## src/ptc_pkg.sv

```systemverilog
// ============================================================================
// ptc_pkg: shared constants for the trapezoid PID controller
// Field widths, register map codes and reset values used by the core.
// ============================================================================
`default_nettype none

package ptc_pkg;

    // Default sample width.
    localparam int SENSOR_BITS_DEF = 8;

    // Fixed field widths.
    localparam int GAIN_W  = 16;
    localparam int SET_W   = 8;
    localparam int PER_W   = 16;
    localparam int INTEG_W = 40;
    localparam int OUT_W   = 32;

    // Product accumulator width, large enough for integ_gain * integral.
    localparam int PROD_W = GAIN_W + INTEG_W;

    // Rounding of the integral term: add half, then drop this many bits.
    localparam int ROUND_SH = 17;

    // Configuration bus.
    localparam int APB_ADDR_W = 5;
    localparam int APB_DATA_W = 32;

    // Reset value of the sample period, about 4 ms in 1/65536 s units.
    localparam logic [PER_W-1:0] PERIOD_RST = 16'd262;

    // Register indexes, taken from paddr[4:2].
    typedef enum logic [2:0] {
        REG_PROP_GAIN  = 3'd0,
        REG_INTEG_GAIN = 3'd1,
        REG_DERIV_GAIN = 3'd2,
        REG_SETPOINT   = 3'd3,
        REG_PERIOD     = 3'd4
    } t_reg;

endpackage

`default_nettype wire

```

## src/pid_trapezoid_controller_core.sv

```systemverilog
// ============================================================================
// pid_trapezoid_controller_core: PID controller with trapezoidal integral
// Each sample transfer yields one drive value transfer: P + I + D, where the
// integral follows the trapezoid rule, the derivative is divided by the
// sample period, and the result saturates to signed 32 bits with 8 fraction
// bits. Each item runs four products in turn on a shared 16-step shift-add
// multiplier (derivative numerator, trapezoid increment, proportional, integral),
// then adds, saturates and registers the result. The restoring divider for the
// derivative term runs alongside the last three products; the sequencer waits
// in S_DWAIT until its quotient is ready. A new sample is taken once the
// previous result has been loaded into the output register; that register
// holds it until the sink takes it.
// ============================================================================
`default_nettype none

module pid_trapezoid_controller_core #(
    parameter int SENSOR_BITS = ptc_pkg::SENSOR_BITS_DEF
) (
    input  wire logic                                   i_clk,
    input  wire logic                                   i_rst_n,
    // Sample stream
    input  wire logic                                   s_axis_tvalid,
    output      logic                                   s_axis_tready,
    // tdata: sensor_value (SENSOR_BITS), zero padded to whole bytes
    input  wire logic [((SENSOR_BITS+7)/8)*8-1:0]       s_axis_tdata,
    // Drive value stream
    output      logic                                   m_axis_tvalid,
    input  wire logic                                   m_axis_tready,
    // tdata: drive_value (32, signed)
    output      logic [ptc_pkg::OUT_W-1:0]              m_axis_tdata,
    // Configuration port
    input  wire logic                                   psel,
    input  wire logic                                   penable,
    input  wire logic                                   pwrite,
    input  wire logic [ptc_pkg::APB_ADDR_W-1:0]         paddr,
    input  wire logic [ptc_pkg::APB_DATA_W-1:0]         pwdata,
    output      logic [ptc_pkg::APB_DATA_W-1:0]         prdata,
    output      logic                                   pready
);

    // Derived widths.
    localparam int GW  = ptc_pkg::GAIN_W;
    localparam int MW  = ptc_pkg::PROD_W;
    localparam int IW  = ptc_pkg::INTEG_W;
    localparam int OW  = ptc_pkg::OUT_W;
    localparam int EW  = ((SENSOR_BITS > ptc_pkg::SET_W) ? SENSOR_BITS : ptc_pkg::SET_W) + 1;
    localparam int DW  = EW + 1;
    localparam int PW  = EW + GW;
    localparam int DPW = DW + GW;
    localparam int NW  = DPW + ptc_pkg::PER_W;
    localparam int SW  = ((NW + 1 > IW) ? NW + 1 : IW) + 2;
    localparam int DCW = $clog2(NW + 1);
    localparam int MCW = $clog2(GW);

    typedef enum logic [2:0] {
        S_IDLE,
        S_MSTART,
        S_MUL,
        S_MDONE,
        S_DWAIT,
        S_ADD,
        S_OUT
    } t_state;

    typedef enum logic [1:0] {
        OP_DNUM,
        OP_INC,
        OP_PROP,
        OP_INTEG
    } t_op;

    // ------------------------------------------------------------------------
    // Configuration registers
    // ------------------------------------------------------------------------
    logic [GW-1:0]                    r_prop_gain;
    logic [GW-1:0]                    r_integ_gain;
    logic [GW-1:0]                    r_deriv_gain;
    logic [ptc_pkg::SET_W-1:0]        r_setpoint;
    logic [ptc_pkg::PER_W-1:0]        r_period;
    ptc_pkg::t_reg                    n_reg_idx;

    assign n_reg_idx = ptc_pkg::t_reg'(paddr[4:2]);
    assign pready    = 1'b1;

    // A register is written in the access phase of a write transfer.
    always_ff @(posedge i_clk) begin
        if (!i_rst_n) begin
            r_prop_gain  <= '0;
            r_integ_gain <= '0;
            r_deriv_gain <= '0;
            r_setpoint   <= '0;
            r_period     <= ptc_pkg::PERIOD_RST;
        end else if (psel && penable && pwrite && pready) begin
            case (n_reg_idx)
                ptc_pkg::REG_PROP_GAIN:  r_prop_gain  <= pwdata[GW-1:0];
                ptc_pkg::REG_INTEG_GAIN: r_integ_gain <= pwdata[GW-1:0];
                ptc_pkg::REG_DERIV_GAIN: r_deriv_gain <= pwdata[GW-1:0];
                ptc_pkg::REG_SETPOINT:   r_setpoint   <= pwdata[ptc_pkg::SET_W-1:0];
                ptc_pkg::REG_PERIOD:     r_period     <= pwdata[ptc_pkg::PER_W-1:0];
                default: ;
            endcase
        end
    end

    // Read data follows the address.
    always_comb begin
        case (n_reg_idx)
            ptc_pkg::REG_PROP_GAIN:  prdata = {{(ptc_pkg::APB_DATA_W-GW){1'b0}}, r_prop_gain};
            ptc_pkg::REG_INTEG_GAIN: prdata = {{(ptc_pkg::APB_DATA_W-GW){1'b0}}, r_integ_gain};
            ptc_pkg::REG_DERIV_GAIN: prdata = {{(ptc_pkg::APB_DATA_W-GW){1'b0}}, r_deriv_gain};
            ptc_pkg::REG_SETPOINT:
                prdata = {{(ptc_pkg::APB_DATA_W-ptc_pkg::SET_W){1'b0}}, r_setpoint};
            ptc_pkg::REG_PERIOD:
                prdata = {{(ptc_pkg::APB_DATA_W-ptc_pkg::PER_W){1'b0}}, r_period};
            default:                 prdata = '0;
        endcase
    end

    // ------------------------------------------------------------------------
    // Datapath and sequencer registers
    // ------------------------------------------------------------------------
    t_state             r_state;
    t_op                r_op;
    logic [EW-1:0]      r_err;
    logic [EW-1:0]      r_prev;
    logic [DW-1:0]      r_esum;
    logic [DW-1:0]      r_ediff;
    logic [IW-1:0]      r_integ;
    logic [PW-1:0]      r_p;
    logic [IW-1:0]      r_i;
    logic [SW-1:0]      r_sum;
    logic [MW-1:0]      r_mcand;
    logic [GW-1:0]      r_mplier;
    logic               r_msigned;
    logic [MW-1:0]      r_acc;
    logic [MCW-1:0]     r_mcnt;
    logic               r_out_valid;
    logic [OW-1:0]      r_out_data;

    // Divider registers.
    logic [ptc_pkg::PER_W:0]   r_drem;
    logic [NW-1:0]             r_dq;
    logic [ptc_pkg::PER_W-1:0] r_ddiv;
    logic [DCW-1:0]            r_dcnt;
    logic                      r_dbusy;
    logic                      r_ddone;
    logic                      r_dneg;

    // Error terms of the incoming sample.
    logic [EW-1:0] n_err;
    logic [DW-1:0] n_esum;
    logic [DW-1:0] n_ediff;
    logic          n_accept;

    assign s_axis_tready = (r_state == S_IDLE);
    assign n_accept      = s_axis_tvalid && s_axis_tready;
    assign n_err   = EW'(s_axis_tdata[SENSOR_BITS-1:0]) - EW'(r_setpoint);
    assign n_esum  = {r_prev[EW-1], r_prev} + {n_err[EW-1], n_err};
    assign n_ediff = {n_err[EW-1], n_err} - {r_prev[EW-1], r_prev};

    // One shift-add step: for a signed product the multiplier's sign bit has negative weight.
    logic [MW-1:0] n_addend;
    logic          n_mlast;

    assign n_mlast  = (r_mcnt == MCW'(GW - 1));
    assign n_addend = (n_mlast && r_msigned) ? (~r_mcand + MW'(1)) : r_mcand;

    // Trapezoid increment added to the integral, saturated at 40 bits.
    logic [IW:0]   n_isum;
    logic [IW-1:0] n_integ;

    assign n_isum = {r_integ[IW-1], r_integ} + r_acc[IW:0];
    always_comb begin
        if (n_isum[IW] != n_isum[IW-1]) begin
            n_integ = n_isum[IW] ? {1'b1, {(IW-1){1'b0}}} : {1'b0, {(IW-1){1'b1}}};
        end else begin
            n_integ = n_isum[IW-1:0];
        end
    end

    // Integral term rounded half up.
    logic [MW-1:0] n_iround;

    assign n_iround = r_acc + (MW'(1) << (ptc_pkg::ROUND_SH - 1));

    // Derivative numerator magnitude and sign.
    logic [DPW-1:0] n_dprod;
    logic [DPW-1:0] n_dmag;

    assign n_dprod = r_acc[DPW-1:0];
    assign n_dmag  = n_dprod[DPW-1] ? (~n_dprod + DPW'(1)) : n_dprod;

    // Final sum and saturation.
    logic [NW:0]   n_dval;
    logic [SW-1:0] n_total;
    logic [OW-1:0] n_drive;

    assign n_dval  = r_dneg ? (~{1'b0, r_dq} + (NW+1)'(1)) : {1'b0, r_dq};
    assign n_total = r_sum + {{(SW-NW-1){n_dval[NW]}}, n_dval};
    always_comb begin
        if ((n_total[SW-1:OW-1] == '0) || (n_total[SW-1:OW-1] == '1)) begin
            n_drive = n_total[OW-1:0];
        end else if (n_total[SW-1]) begin
            n_drive = {1'b1, {(OW-1){1'b0}}};
        end else begin
            n_drive = {1'b0, {(OW-1){1'b1}}};
        end
    end

    logic n_div_start;
    logic n_div_take;

    assign n_div_start = (r_state == S_MDONE) && (r_op == OP_DNUM);
    assign n_div_take  = (r_state == S_DWAIT) && r_ddone;

    // Sequencer: four products on the shared multiplier, then wait for the quotient, sum and output.
    always_ff @(posedge i_clk) begin
        if (!i_rst_n) begin
            r_state     <= S_IDLE;
            r_op        <= OP_DNUM;
            r_err       <= '0;
            r_prev      <= '0;
            r_esum      <= '0;
            r_ediff     <= '0;
            r_integ     <= '0;
            r_p         <= '0;
            r_i         <= '0;
            r_sum       <= '0;
            r_mcand     <= '0;
            r_mplier    <= '0;
            r_msigned   <= 1'b0;
            r_acc       <= '0;
            r_mcnt      <= '0;
            r_out_valid <= 1'b0;
            r_out_data  <= '0;
        end else begin
            // The final step reloads the output register on its own.
            if (r_out_valid && m_axis_tready && (r_state != S_OUT)) begin
                r_out_valid <= 1'b0;
            end
            case (r_state)
                S_IDLE: begin
                    if (n_accept) begin
                        r_err   <= n_err;
                        r_esum  <= n_esum;
                        r_ediff <= n_ediff;
                        r_op    <= OP_DNUM;
                        r_state <= S_MSTART;
                    end
                end
                S_MSTART: begin
                    r_acc  <= '0;
                    r_mcnt <= '0;
                    case (r_op)
                        OP_DNUM: begin
                            r_mcand   <= {{(MW-DW){r_ediff[DW-1]}}, r_ediff};
                            r_mplier  <= r_deriv_gain;
                            r_msigned <= 1'b1;
                        end
                        OP_INC: begin
                            r_mcand   <= {{(MW-DW){r_esum[DW-1]}}, r_esum};
                            r_mplier  <= r_period;
                            r_msigned <= 1'b0;
                        end
                        OP_PROP: begin
                            r_mcand   <= {{(MW-EW){r_err[EW-1]}}, r_err};
                            r_mplier  <= r_prop_gain;
                            r_msigned <= 1'b1;
                        end
                        default: begin
                            r_mcand   <= {{(MW-IW){r_integ[IW-1]}}, r_integ};
                            r_mplier  <= r_integ_gain;
                            r_msigned <= 1'b1;
                        end
                    endcase
                    r_state <= S_MUL;
                end
                S_MUL: begin
                    if (r_mplier[0]) begin
                        r_acc <= r_acc + n_addend;
                    end
                    r_mcand  <= {r_mcand[MW-2:0], 1'b0};
                    r_mplier <= {1'b0, r_mplier[GW-1:1]};
                    r_mcnt   <= r_mcnt + MCW'(1);
                    if (n_mlast) begin
                        r_state <= S_MDONE;
                    end
                end
                S_MDONE: begin
                    case (r_op)
                        OP_DNUM: begin
                            r_op    <= OP_INC;
                            r_state <= S_MSTART;
                        end
                        OP_INC: begin
                            r_integ <= n_integ;
                            r_op    <= OP_PROP;
                            r_state <= S_MSTART;
                        end
                        OP_PROP: begin
                            r_p     <= r_acc[PW-1:0];
                            r_op    <= OP_INTEG;
                            r_state <= S_MSTART;
                        end
                        default: begin
                            r_i     <= {n_iround[MW-1], n_iround[MW-1:ptc_pkg::ROUND_SH]};
                            r_state <= S_DWAIT;
                        end
                    endcase
                end
                S_DWAIT: begin
                    if (r_ddone) begin
                        r_state <= S_ADD;
                    end
                end
                S_ADD: begin
                    r_sum   <= {{(SW-PW){r_p[PW-1]}}, r_p} + {{(SW-IW){r_i[IW-1]}}, r_i};
                    r_state <= S_OUT;
                end
                S_OUT: begin
                    if (!r_out_valid || m_axis_tready) begin
                        r_out_data  <= n_drive;
                        r_out_valid <= 1'b1;
                        r_prev      <= r_err;
                        r_state     <= S_IDLE;
                    end
                end
                default: r_state <= S_IDLE;
            endcase
        end
    end

    assign m_axis_tvalid = r_out_valid;
    assign m_axis_tdata  = r_out_data;

    // ------------------------------------------------------------------------
    // Restoring divider: one quotient bit per cycle, magnitude only
    // ------------------------------------------------------------------------
    logic [ptc_pkg::PER_W:0] n_rem_sh;
    logic [ptc_pkg::PER_W:0] n_rem_sub;
    logic                    n_fits;

    assign n_rem_sh  = {r_drem[ptc_pkg::PER_W-1:0], r_dq[NW-1]};
    assign n_rem_sub = n_rem_sh - {1'b0, r_ddiv};
    assign n_fits    = (n_rem_sh >= {1'b0, r_ddiv});

    always_ff @(posedge i_clk) begin
        if (!i_rst_n) begin
            r_drem  <= '0;
            r_dq    <= '0;
            r_ddiv  <= '0;
            r_dcnt  <= '0;
            r_dbusy <= 1'b0;
            r_ddone <= 1'b0;
            r_dneg  <= 1'b0;
        end else begin
            if (n_div_take) begin
                r_ddone <= 1'b0;
            end
            if (n_div_start) begin
                // A zero period divides as one.
                r_drem  <= '0;
                r_dq    <= {n_dmag, {ptc_pkg::PER_W{1'b0}}};
                r_ddiv  <= (r_period == '0) ? ptc_pkg::PER_W'(1) : r_period;
                r_dneg  <= n_dprod[DPW-1];
                r_dcnt  <= DCW'(NW);
                r_dbusy <= 1'b1;
                r_ddone <= 1'b0;
            end else if (r_dbusy) begin
                r_drem <= n_fits ? n_rem_sub : n_rem_sh;
                r_dq   <= {r_dq[NW-2:0], n_fits};
                r_dcnt <= r_dcnt - DCW'(1);
                if (r_dcnt == DCW'(1)) begin
                    r_dbusy <= 1'b0;
                    r_ddone <= 1'b1;
                end
            end
        end
    end

`ifndef SYNTHESIS
    // A new sample never finds the divider still working on the last one.
    a_idle_div: assert property (@(posedge i_clk) disable iff (!i_rst_n)
        s_axis_tready |-> !r_dbusy)
        else $error("divider busy while the core is idle");

    // A sample transfer always starts the derivative product first.
    a_start_op: assert property (@(posedge i_clk) disable iff (!i_rst_n)
        n_accept |=> (r_state == S_MSTART) && (r_op == OP_DNUM))
        else $error("sample transfer did not start the product sequence");

    // The step counter only moves inside a product.
    a_mcnt: assert property (@(posedge i_clk) disable iff (!i_rst_n)
        (r_state != S_MUL) |-> (r_mcnt == '0))
        else $error("multiplier step count out of step with the sequencer");

    // A fresh result is loaded only as the sequencer returns to idle.
    a_out_load: assert property (@(posedge i_clk) disable iff (!i_rst_n)
        $rose(r_out_valid) |-> (r_state == S_IDLE) && !r_dbusy)
        else $error("result loaded outside the final step");

    // The quotient is consumed only after the divider has finished.
    a_div_take: assert property (@(posedge i_clk) disable iff (!i_rst_n)
        (r_state == S_ADD) |-> !r_dbusy && $past(r_ddone))
        else $error("sum formed before the quotient was ready");
`endif

endmodule

`default_nettype wire
```

## config.mk

```make
export PLATFORM = sky130hd
export DESIGN_NAME = pid_trapezoid_controller_core
export DESIGN_NICKNAME = d
export VERILOG_FILES = /design/src/ptc_pkg.sv /design/src/pid_trapezoid_controller_core.sv
export SDC_FILE = /design/constraint.sdc
export NUM_CORES = 2
export LEC_CHECK = 0
export BUFFER_PORTS_ARGS = -buffer_cell sky130_fd_sc_hd__clkbuf_2
export CAP_MARGIN = 10
export CELL_PAD_IN_SITES_DETAIL_PLACEMENT = 1
export CELL_PAD_IN_SITES_GLOBAL_PLACEMENT = 2
export CORE_ASPECT_RATIO = 0.9
export CORE_MARGIN = 2
export CORE_UTILIZATION = 41
export CTS_CLUSTER_DIAMETER = 30
export CTS_CLUSTER_SIZE = 10
export DETAILED_ROUTE_END_ITERATION = 16
export PLACE_DENSITY = 0.95
export SLEW_MARGIN = 20
export SYNTH_ARGS = -nofsm -noshare
export SYNTH_HDL_FRONTEND = slang
export SYNTH_SLANG_ARGS = --single-unit
```

## constraint.sdc

```tcl
create_clock -name i_clk -period 9.71 [get_ports i_clk]
set_clock_uncertainty 0.05 [all_clocks]
set_input_delay 1.942 -clock i_clk [delete_from_list [all_inputs] [get_ports i_clk]]
set_output_delay 1.942 -clock i_clk [all_outputs]
set_load 0.05 [all_outputs]
```

### After elaboration in Yosys (flattened, before gate mapping)

Index checks and enable logic that the tools add are counted.

| word-level totals | value |
|---|---|
| flip-flop bits (word level) | 513 |
| bits of input ports | 52 |

| operators by class | value |
|---|---|
| bitwise logic cells | 5 |
| add/sub/neg operators | 14 |
| reductions and logical operators | 34 |
| eq/ne operators | 23 |
| muxes and demuxes | 40 |
| $lt $le $gt $ge | 1 |

Operators by type and width:

| cell | count |
|---|---|
| one-hot mux 56 bit (2 select lines) | 2 |
| one-hot mux 56 bit (3 select lines) | 1 |
| 2-to-1 mux 56 bit | 2 |
| 2-to-1 mux 42 bit | 2 |
| 2-to-1 mux 40 bit | 2 |
| one-hot mux 16 bit (5 select lines) | 1 |
| 2-to-1 mux 32 bit | 2 |
| adder 56 x 1 -> 56 bit, second input constant | 1 |
| adder 56 x 17 -> 56 bit, second input constant | 1 |
| adder 56 bit | 1 |
| NOT 56 bit | 1 |
| one-hot mux 16 bit (3 select lines) | 1 |
| adder 45 bit | 1 |
| adder 43 x 1 -> 43 bit, second input constant | 1 |
| 2-to-1 mux 43 bit | 1 |
| NOT 42 -> 43 bit | 1 |
| adder 41 bit | 1 |
| adder 25 x 39 -> 40 bit | 1 |
| 2-to-1 mux 16 bit | 2 |
| one-hot mux 16 bit (2 select lines) | 1 |
| adder 26 x 1 -> 26 bit, second input constant | 1 |
| 2-to-1 mux 26 bit | 1 |
| NOT 26 bit | 1 |
| AND reduction 2 bit | 11 |
| 41 further kinds | 77 |

### Depth between registers and ports, before layout

| logic depth | value |
|---|---|
| word-level depth | 7 |
| gate-level depth with buffers | 27 |

### Worst setup path after synthesis

OpenSTA, ideal clock, no wires.

| timing path | value |
|---|---|
| path kind | in2out |
| start point | input paddr[4] in the netlist's numbering |
| end point | output prdata[14] in the netlist's numbering |
| data required time | 7.718 ns |
| stages on the path | 6 |
| data arrival time | 4.130 ns |
| path slack | 3.588 ns |
| path through | clkbuf_1 buf_1 nor2b_1 clkbuf_1 a21oi_1 o21ai_0 |

| on the way | value |
|---|---|
| word-level cells in the longest chain between the ends | 2 |

RTL lines:

| element | line | source |
|---|---|---|
| start, declared | pid_trapezoid_controller_core.sv:35 | `input wire logic [ptc_pkg::APB_ADDR_W-1:0] paddr,` |
| equality test 3 bit (tied with other cells) | pid_trapezoid_controller_core.sv:107 | `case (n_reg_idx)` |
| one-hot mux 16 bit (5 select lines) (*) | pid_trapezoid_controller_core.sv:107 |  |
| end, declared | pid_trapezoid_controller_core.sv:37 | `output logic [ptc_pkg::APB_DATA_W-1:0] prdata,` |

Every way passes the cells marked *; elsewhere a longest branch is shown, timed or not.

### Worst setup path in the final report

| timing path | value |
|---|---|
| start point | register r_dq[2] |
| end point | register r_out_data[17], in the netlist m_axis_tdata[17] |

| on the way | value |
|---|---|
| word-level cells in the longest chain between the ends | 7 |

RTL lines:

| element | line | source |
|---|---|---|
| start, declared | pid_trapezoid_controller_core.sv:142 | `logic [NW-1:0] r_dq;` |
| start signal, assigned | pid_trapezoid_controller_core.sv:363 | `r_dq <= {n_dmag, {ptc_pkg::PER_W{1'b0}}};` |
| start signal, assigned | pid_trapezoid_controller_core.sv:371 | `r_dq <= {r_dq[NW-2:0], n_fits};` |
| NOT 42 -> 43 bit | pid_trapezoid_controller_core.sv:198 | `assign n_dval = r_dneg ? (~{1'b0, r_dq} + (NW+1)'(1)) : {1'b0, r_dq};` |
| adder 43 x 1 -> 43 bit | pid_trapezoid_controller_core.sv:198 |  |
| 2-to-1 mux 43 bit (*) | pid_trapezoid_controller_core.sv:198 |  |
| adder 45 bit (*) | pid_trapezoid_controller_core.sv:199 | `assign n_total = r_sum + {{(SW-NW-1){n_dval[NW]}}, n_dval};` |
| equality test 14 bit or logical NOT 14 bit (tied branches) | pid_trapezoid_controller_core.sv:201 | `if ((n_total[SW-1:OW-1] == '0) \|\| (n_total[SW-1:OW-1] == '1)) begin` |
| logical OR 1 bit | pid_trapezoid_controller_core.sv:201 |  |
| 2-to-1 mux 32 bit (*) | pid_trapezoid_controller_core.sv:201 |  |
| end signal, assigned | pid_trapezoid_controller_core.sv:322 | `r_out_data <= n_drive;` |
| end, declared | pid_trapezoid_controller_core.sv:138 | `logic [OW-1:0] r_out_data;` |

Marks and branches as above.
A chain may end at the register's enable or synchronous reset.

==> results.toml <==
[status]
status = "finished clean"

[floorplanning]
start_util_pct = 41.5
die_y_um = 279
coreArea_um2 = 83000
die_area_um2 = 86300
io_pins = 119
die_w_um = 309
num_rows = 100

[routing]
drt.antenna.violating_nets = 0
drt-met1-wl_mm = 53.8
top_layer = "met4"
route.vias.total = 33069
wl_met2_mm = 51.6
drt-initial-drc-count = 2086
drt-total-wl_mm = 112
routedWlPerCell_um = 19.8
vias_per_cell = 5.84
drtPass1Iterations = 6
drc_errors = 0
met3_length_mm = 4.70

[synthesis]
synth_area_um2 = 34400
synth_warnings = 0
ys_seq_elements = 507
syn_inst = 4475
ys_types = 90
ys_seq_area_share_pct = 29.5
synth_flop_cell = "dfxtp_1"
syn_avg_cell_area_um2 = 7.69
synthArstFlopShare_pct = 0
synth_edf_count = 0

[clock_network]
cts_resized = 0
numCtsBuffers = 115
cts_max_level = 3
path_clk_slew_ps = 40
cts_hold_buf = 0
tritoncts = "yes"
root_buffer = "clkbuf_16"
cts.path.max_buffers = 3
cts_setup_buffers = 0
clock_latency_ps = 680
clkSinkCount = 507

[sta]
max_slew.worst_pin.slew_ps = 1140
max-slew-margin-rel_pct = 23.3
period_needed_ps = 6930
whs_ps = 407
finalMaxSlewViolations = 0
fin_crit_sh_pct = 71.3
setup_viol = 0
finalHoldViolCount = 0
fmax_mhz = 144
tns_ps = 0
grt_setup_unrepaired = "false"

[global_route]
antenna_found_initial = 0
grt_usage_pct = 25.5
grt_remaining_overflow = 0
grt_pass1_vias = 33464
grt_max_degree = 177
grt_pass1_wl_mm = 181

[pwr]
powerDensity_nw_per_um2 = 177
power_switching_w = 0.00184
swShare_pct = 26.2
seqPwrFrac_pct = 31.4
p_clk_share_pct = 57.5
p_int_w = 0.00519
leakage_nw = 16.1
irDropWorstVdd_uv = 130
combPwrFrac_pct = 11.1

[job]
max_cap_violations = 0

[setup_path]
endpoint_kind = "register"
arrival_ps = 7360
cp_max_fo = 31
required_ps = 10150
critical_path_class = "register to register"
startpoint_type = "register"

[cells_and_area]
syn_to_final_growth_pct = 15.2
final_core_util_pct = 47.8
layoutNonFillerInstCount = 5662
fin_nets = 4750
drive_gt1_share_pct = 8.28
antenna_cells = 0

[placement]
port_buffers = 83
dp.cells = 5449
dp_hpwl_mm = 80.0
gp_congestion = 0.864

[hold_path]
hold_path.class = "register to register"
metal layers:
metal / vias up / GRT usage (%)
met3: 151 / 3.16
met1: 16108 / 35.4
met5: - / 0
met2: 699 / 41.8
li1: 16111 / -
met4: 0 / 6.40
placed cells by master (no fill, tap or decap), drive strengths merged, types with 45 or more instances in the layout:
master	n
a211oi	77
a21o	107
a21oi	566
a22oi	93
clkbuf	234
dfxtp	507
ha	242
inv	127
mux2i	74
nand2	596
nand3	126
nand4	49
nor2	313
nor3	53
o211ai	51
o21ai	318
o31ai	45
xnor2	194
xor2	131
final cells by class:
type / instances / area, um^2
Tap cell: 1122 / 1400
Timing Repair Buffer: 118 / 718
Inverter: 124 / 473
Fill cell: 10072 / 43300
Sequential cell: 507 / 10200
Clock buffer: 151 / 3240
Multi-Input combinational cell: 3582 / 22900
Clock inverter: 58 / 835
cells by family (layout without fill, tap and decap cells):
| family | Yosys count | after routing | share of synthesized area [%] |
|---|---|---|---|
| adders and majority gates | 268 | 268 | 9.78 |
| buffers and inverters | 401 | 451 | 4.63 |
| and+or+nand+nor | 1390 | 1390 | 18.5 |
| muxes | 83 | 83 | 2.45 |
| AOI/OAI and AO/OA | 1499 | 1499 | 26.9 |
| other | 2 | 17 | 0.0218 |
| DFF | 507 | 507 | 29.5 |
| xor gates and xnor gates | 325 | 325 | 8.27 |
Yosys cell counts (8+ instances only):
library cell / n / area [um^2]
o31ai_1: 43 / 323
o21bai_1: 28 / 210
a31oi_1: 35 / 219
a21oi_1: 566 / 2830
o211ai_1: 51 / 383
o21ai_0: 235 / 1180
o41ai_1: 15 / 131
maj3_1: 18 / 180
and4_1: 9 / 78.8
xor2_1: 131 / 1150
ha_1: 242 / 3030
nand2_1: 596 / 2240
a222oi_1: 24 / 240
o2111ai_1: 11 / 96.3
nor3_1: 52 / 260
or3_1: 33 / 206
o22ai_1: 12 / 75.1
clkbuf_1: 229 / 860
a211oi_1: 77 / 578
o21a_1: 21 / 158
nor3b_1: 11 / 82.6
nor4_1: 22 / 138
and3_1: 29 / 181
nand3_1: 124 / 621
inv_1: 123 / 462
o21ai_1: 83 / 415
nand2b_1: 41 / 257
a211o_1: 8 / 70.1
or4_1: 22 / 165
mux2_2: 9 / 101
and2_1: 17 / 106
nand4_1: 49 / 307
nor2_1: 311 / 1170
a21o_1: 107 / 803
a311oi_1: 14 / 123
dfxtp_1: 507 / 10100
buf_4: 17 / 128
mux2i_1: 74 / 741
xnor2_1: 194 / 1700
or2_2: 10 / 62.6
a22oi_1: 93 / 698
nor2b_1: 31 / 194
buf_1: 22 / 82.6
fa_1: 8 / 160
critical path, stage by stage (launching register included):
cell,delay (ps)
dfxtp_1,400
nor4_4,350
nand2b_2,120
nor2_4,140
nand3_1,110
or4_1,500
or4_1,500
nor2_1,150
nand2_1,100
or4_1,540
o21ai_1,210
xnor2_1,190
ha_1,340
a21oi_1,210
o21bai_1,90
a21oi_1,380
o21ai_0,210
a221oi_1,400
a21oi_1,150
nor4_1,410
o21ai_0,160
nor4_1,280
a31o_2,580
a21oi_1,170
worst paths after layout:
path / startpoint / end / slack [ps] / cells after the start
setup / recovery: r_dq[2] / m_axis_tdata[17] / 2780 / 23
hold / removal: r_ediff[4] / r_ediff[4] / 410 / 2
setup reg to reg: r_dq[2] / m_axis_tdata[17] / 2780 / 23
hold reg to reg: r_ediff[4] / r_ediff[4] / 410 / 2
power by group through the flow:
stage	Combinational [W]	Sequential, W	Clock, W
floorplan	0.000605	0.00222	0
global placement	0.000745	0.00224	0
detailed placement	0.000761	0.00225	0
CTS	0.000774	0.00221	0.00408
global route	0.000865	0.00221	0.00419
finish	0.000783	0.00221	0.00404
stage by stage:
| stage | instance area, um^2 | worst slack (ps) | power [W] |
|---|---|---|---|
| floorplan | 34500 | 3590 | 0.00282 |
| detailed placement | 35500 | 2530 | 0.00301 |
| finish | 39700 | 2780 | 0.00703 |
| global placement | 35500 | 2750 | 0.00299 |
| global route | 39700 | 2300 | 0.00727 |
| CTS | 39600 | 2450 | 0.00707 |
registers in the layout, indices dropped and copies added, names as in the netlist, 25 cells and up:
name,cells
r_acc,56
r_integ,40
r_mcand,56
r_sum,40
r_i,39
r_p,25
r_dq,42
m_axis_tdata,32
Power figures use the tool's default switching activity.
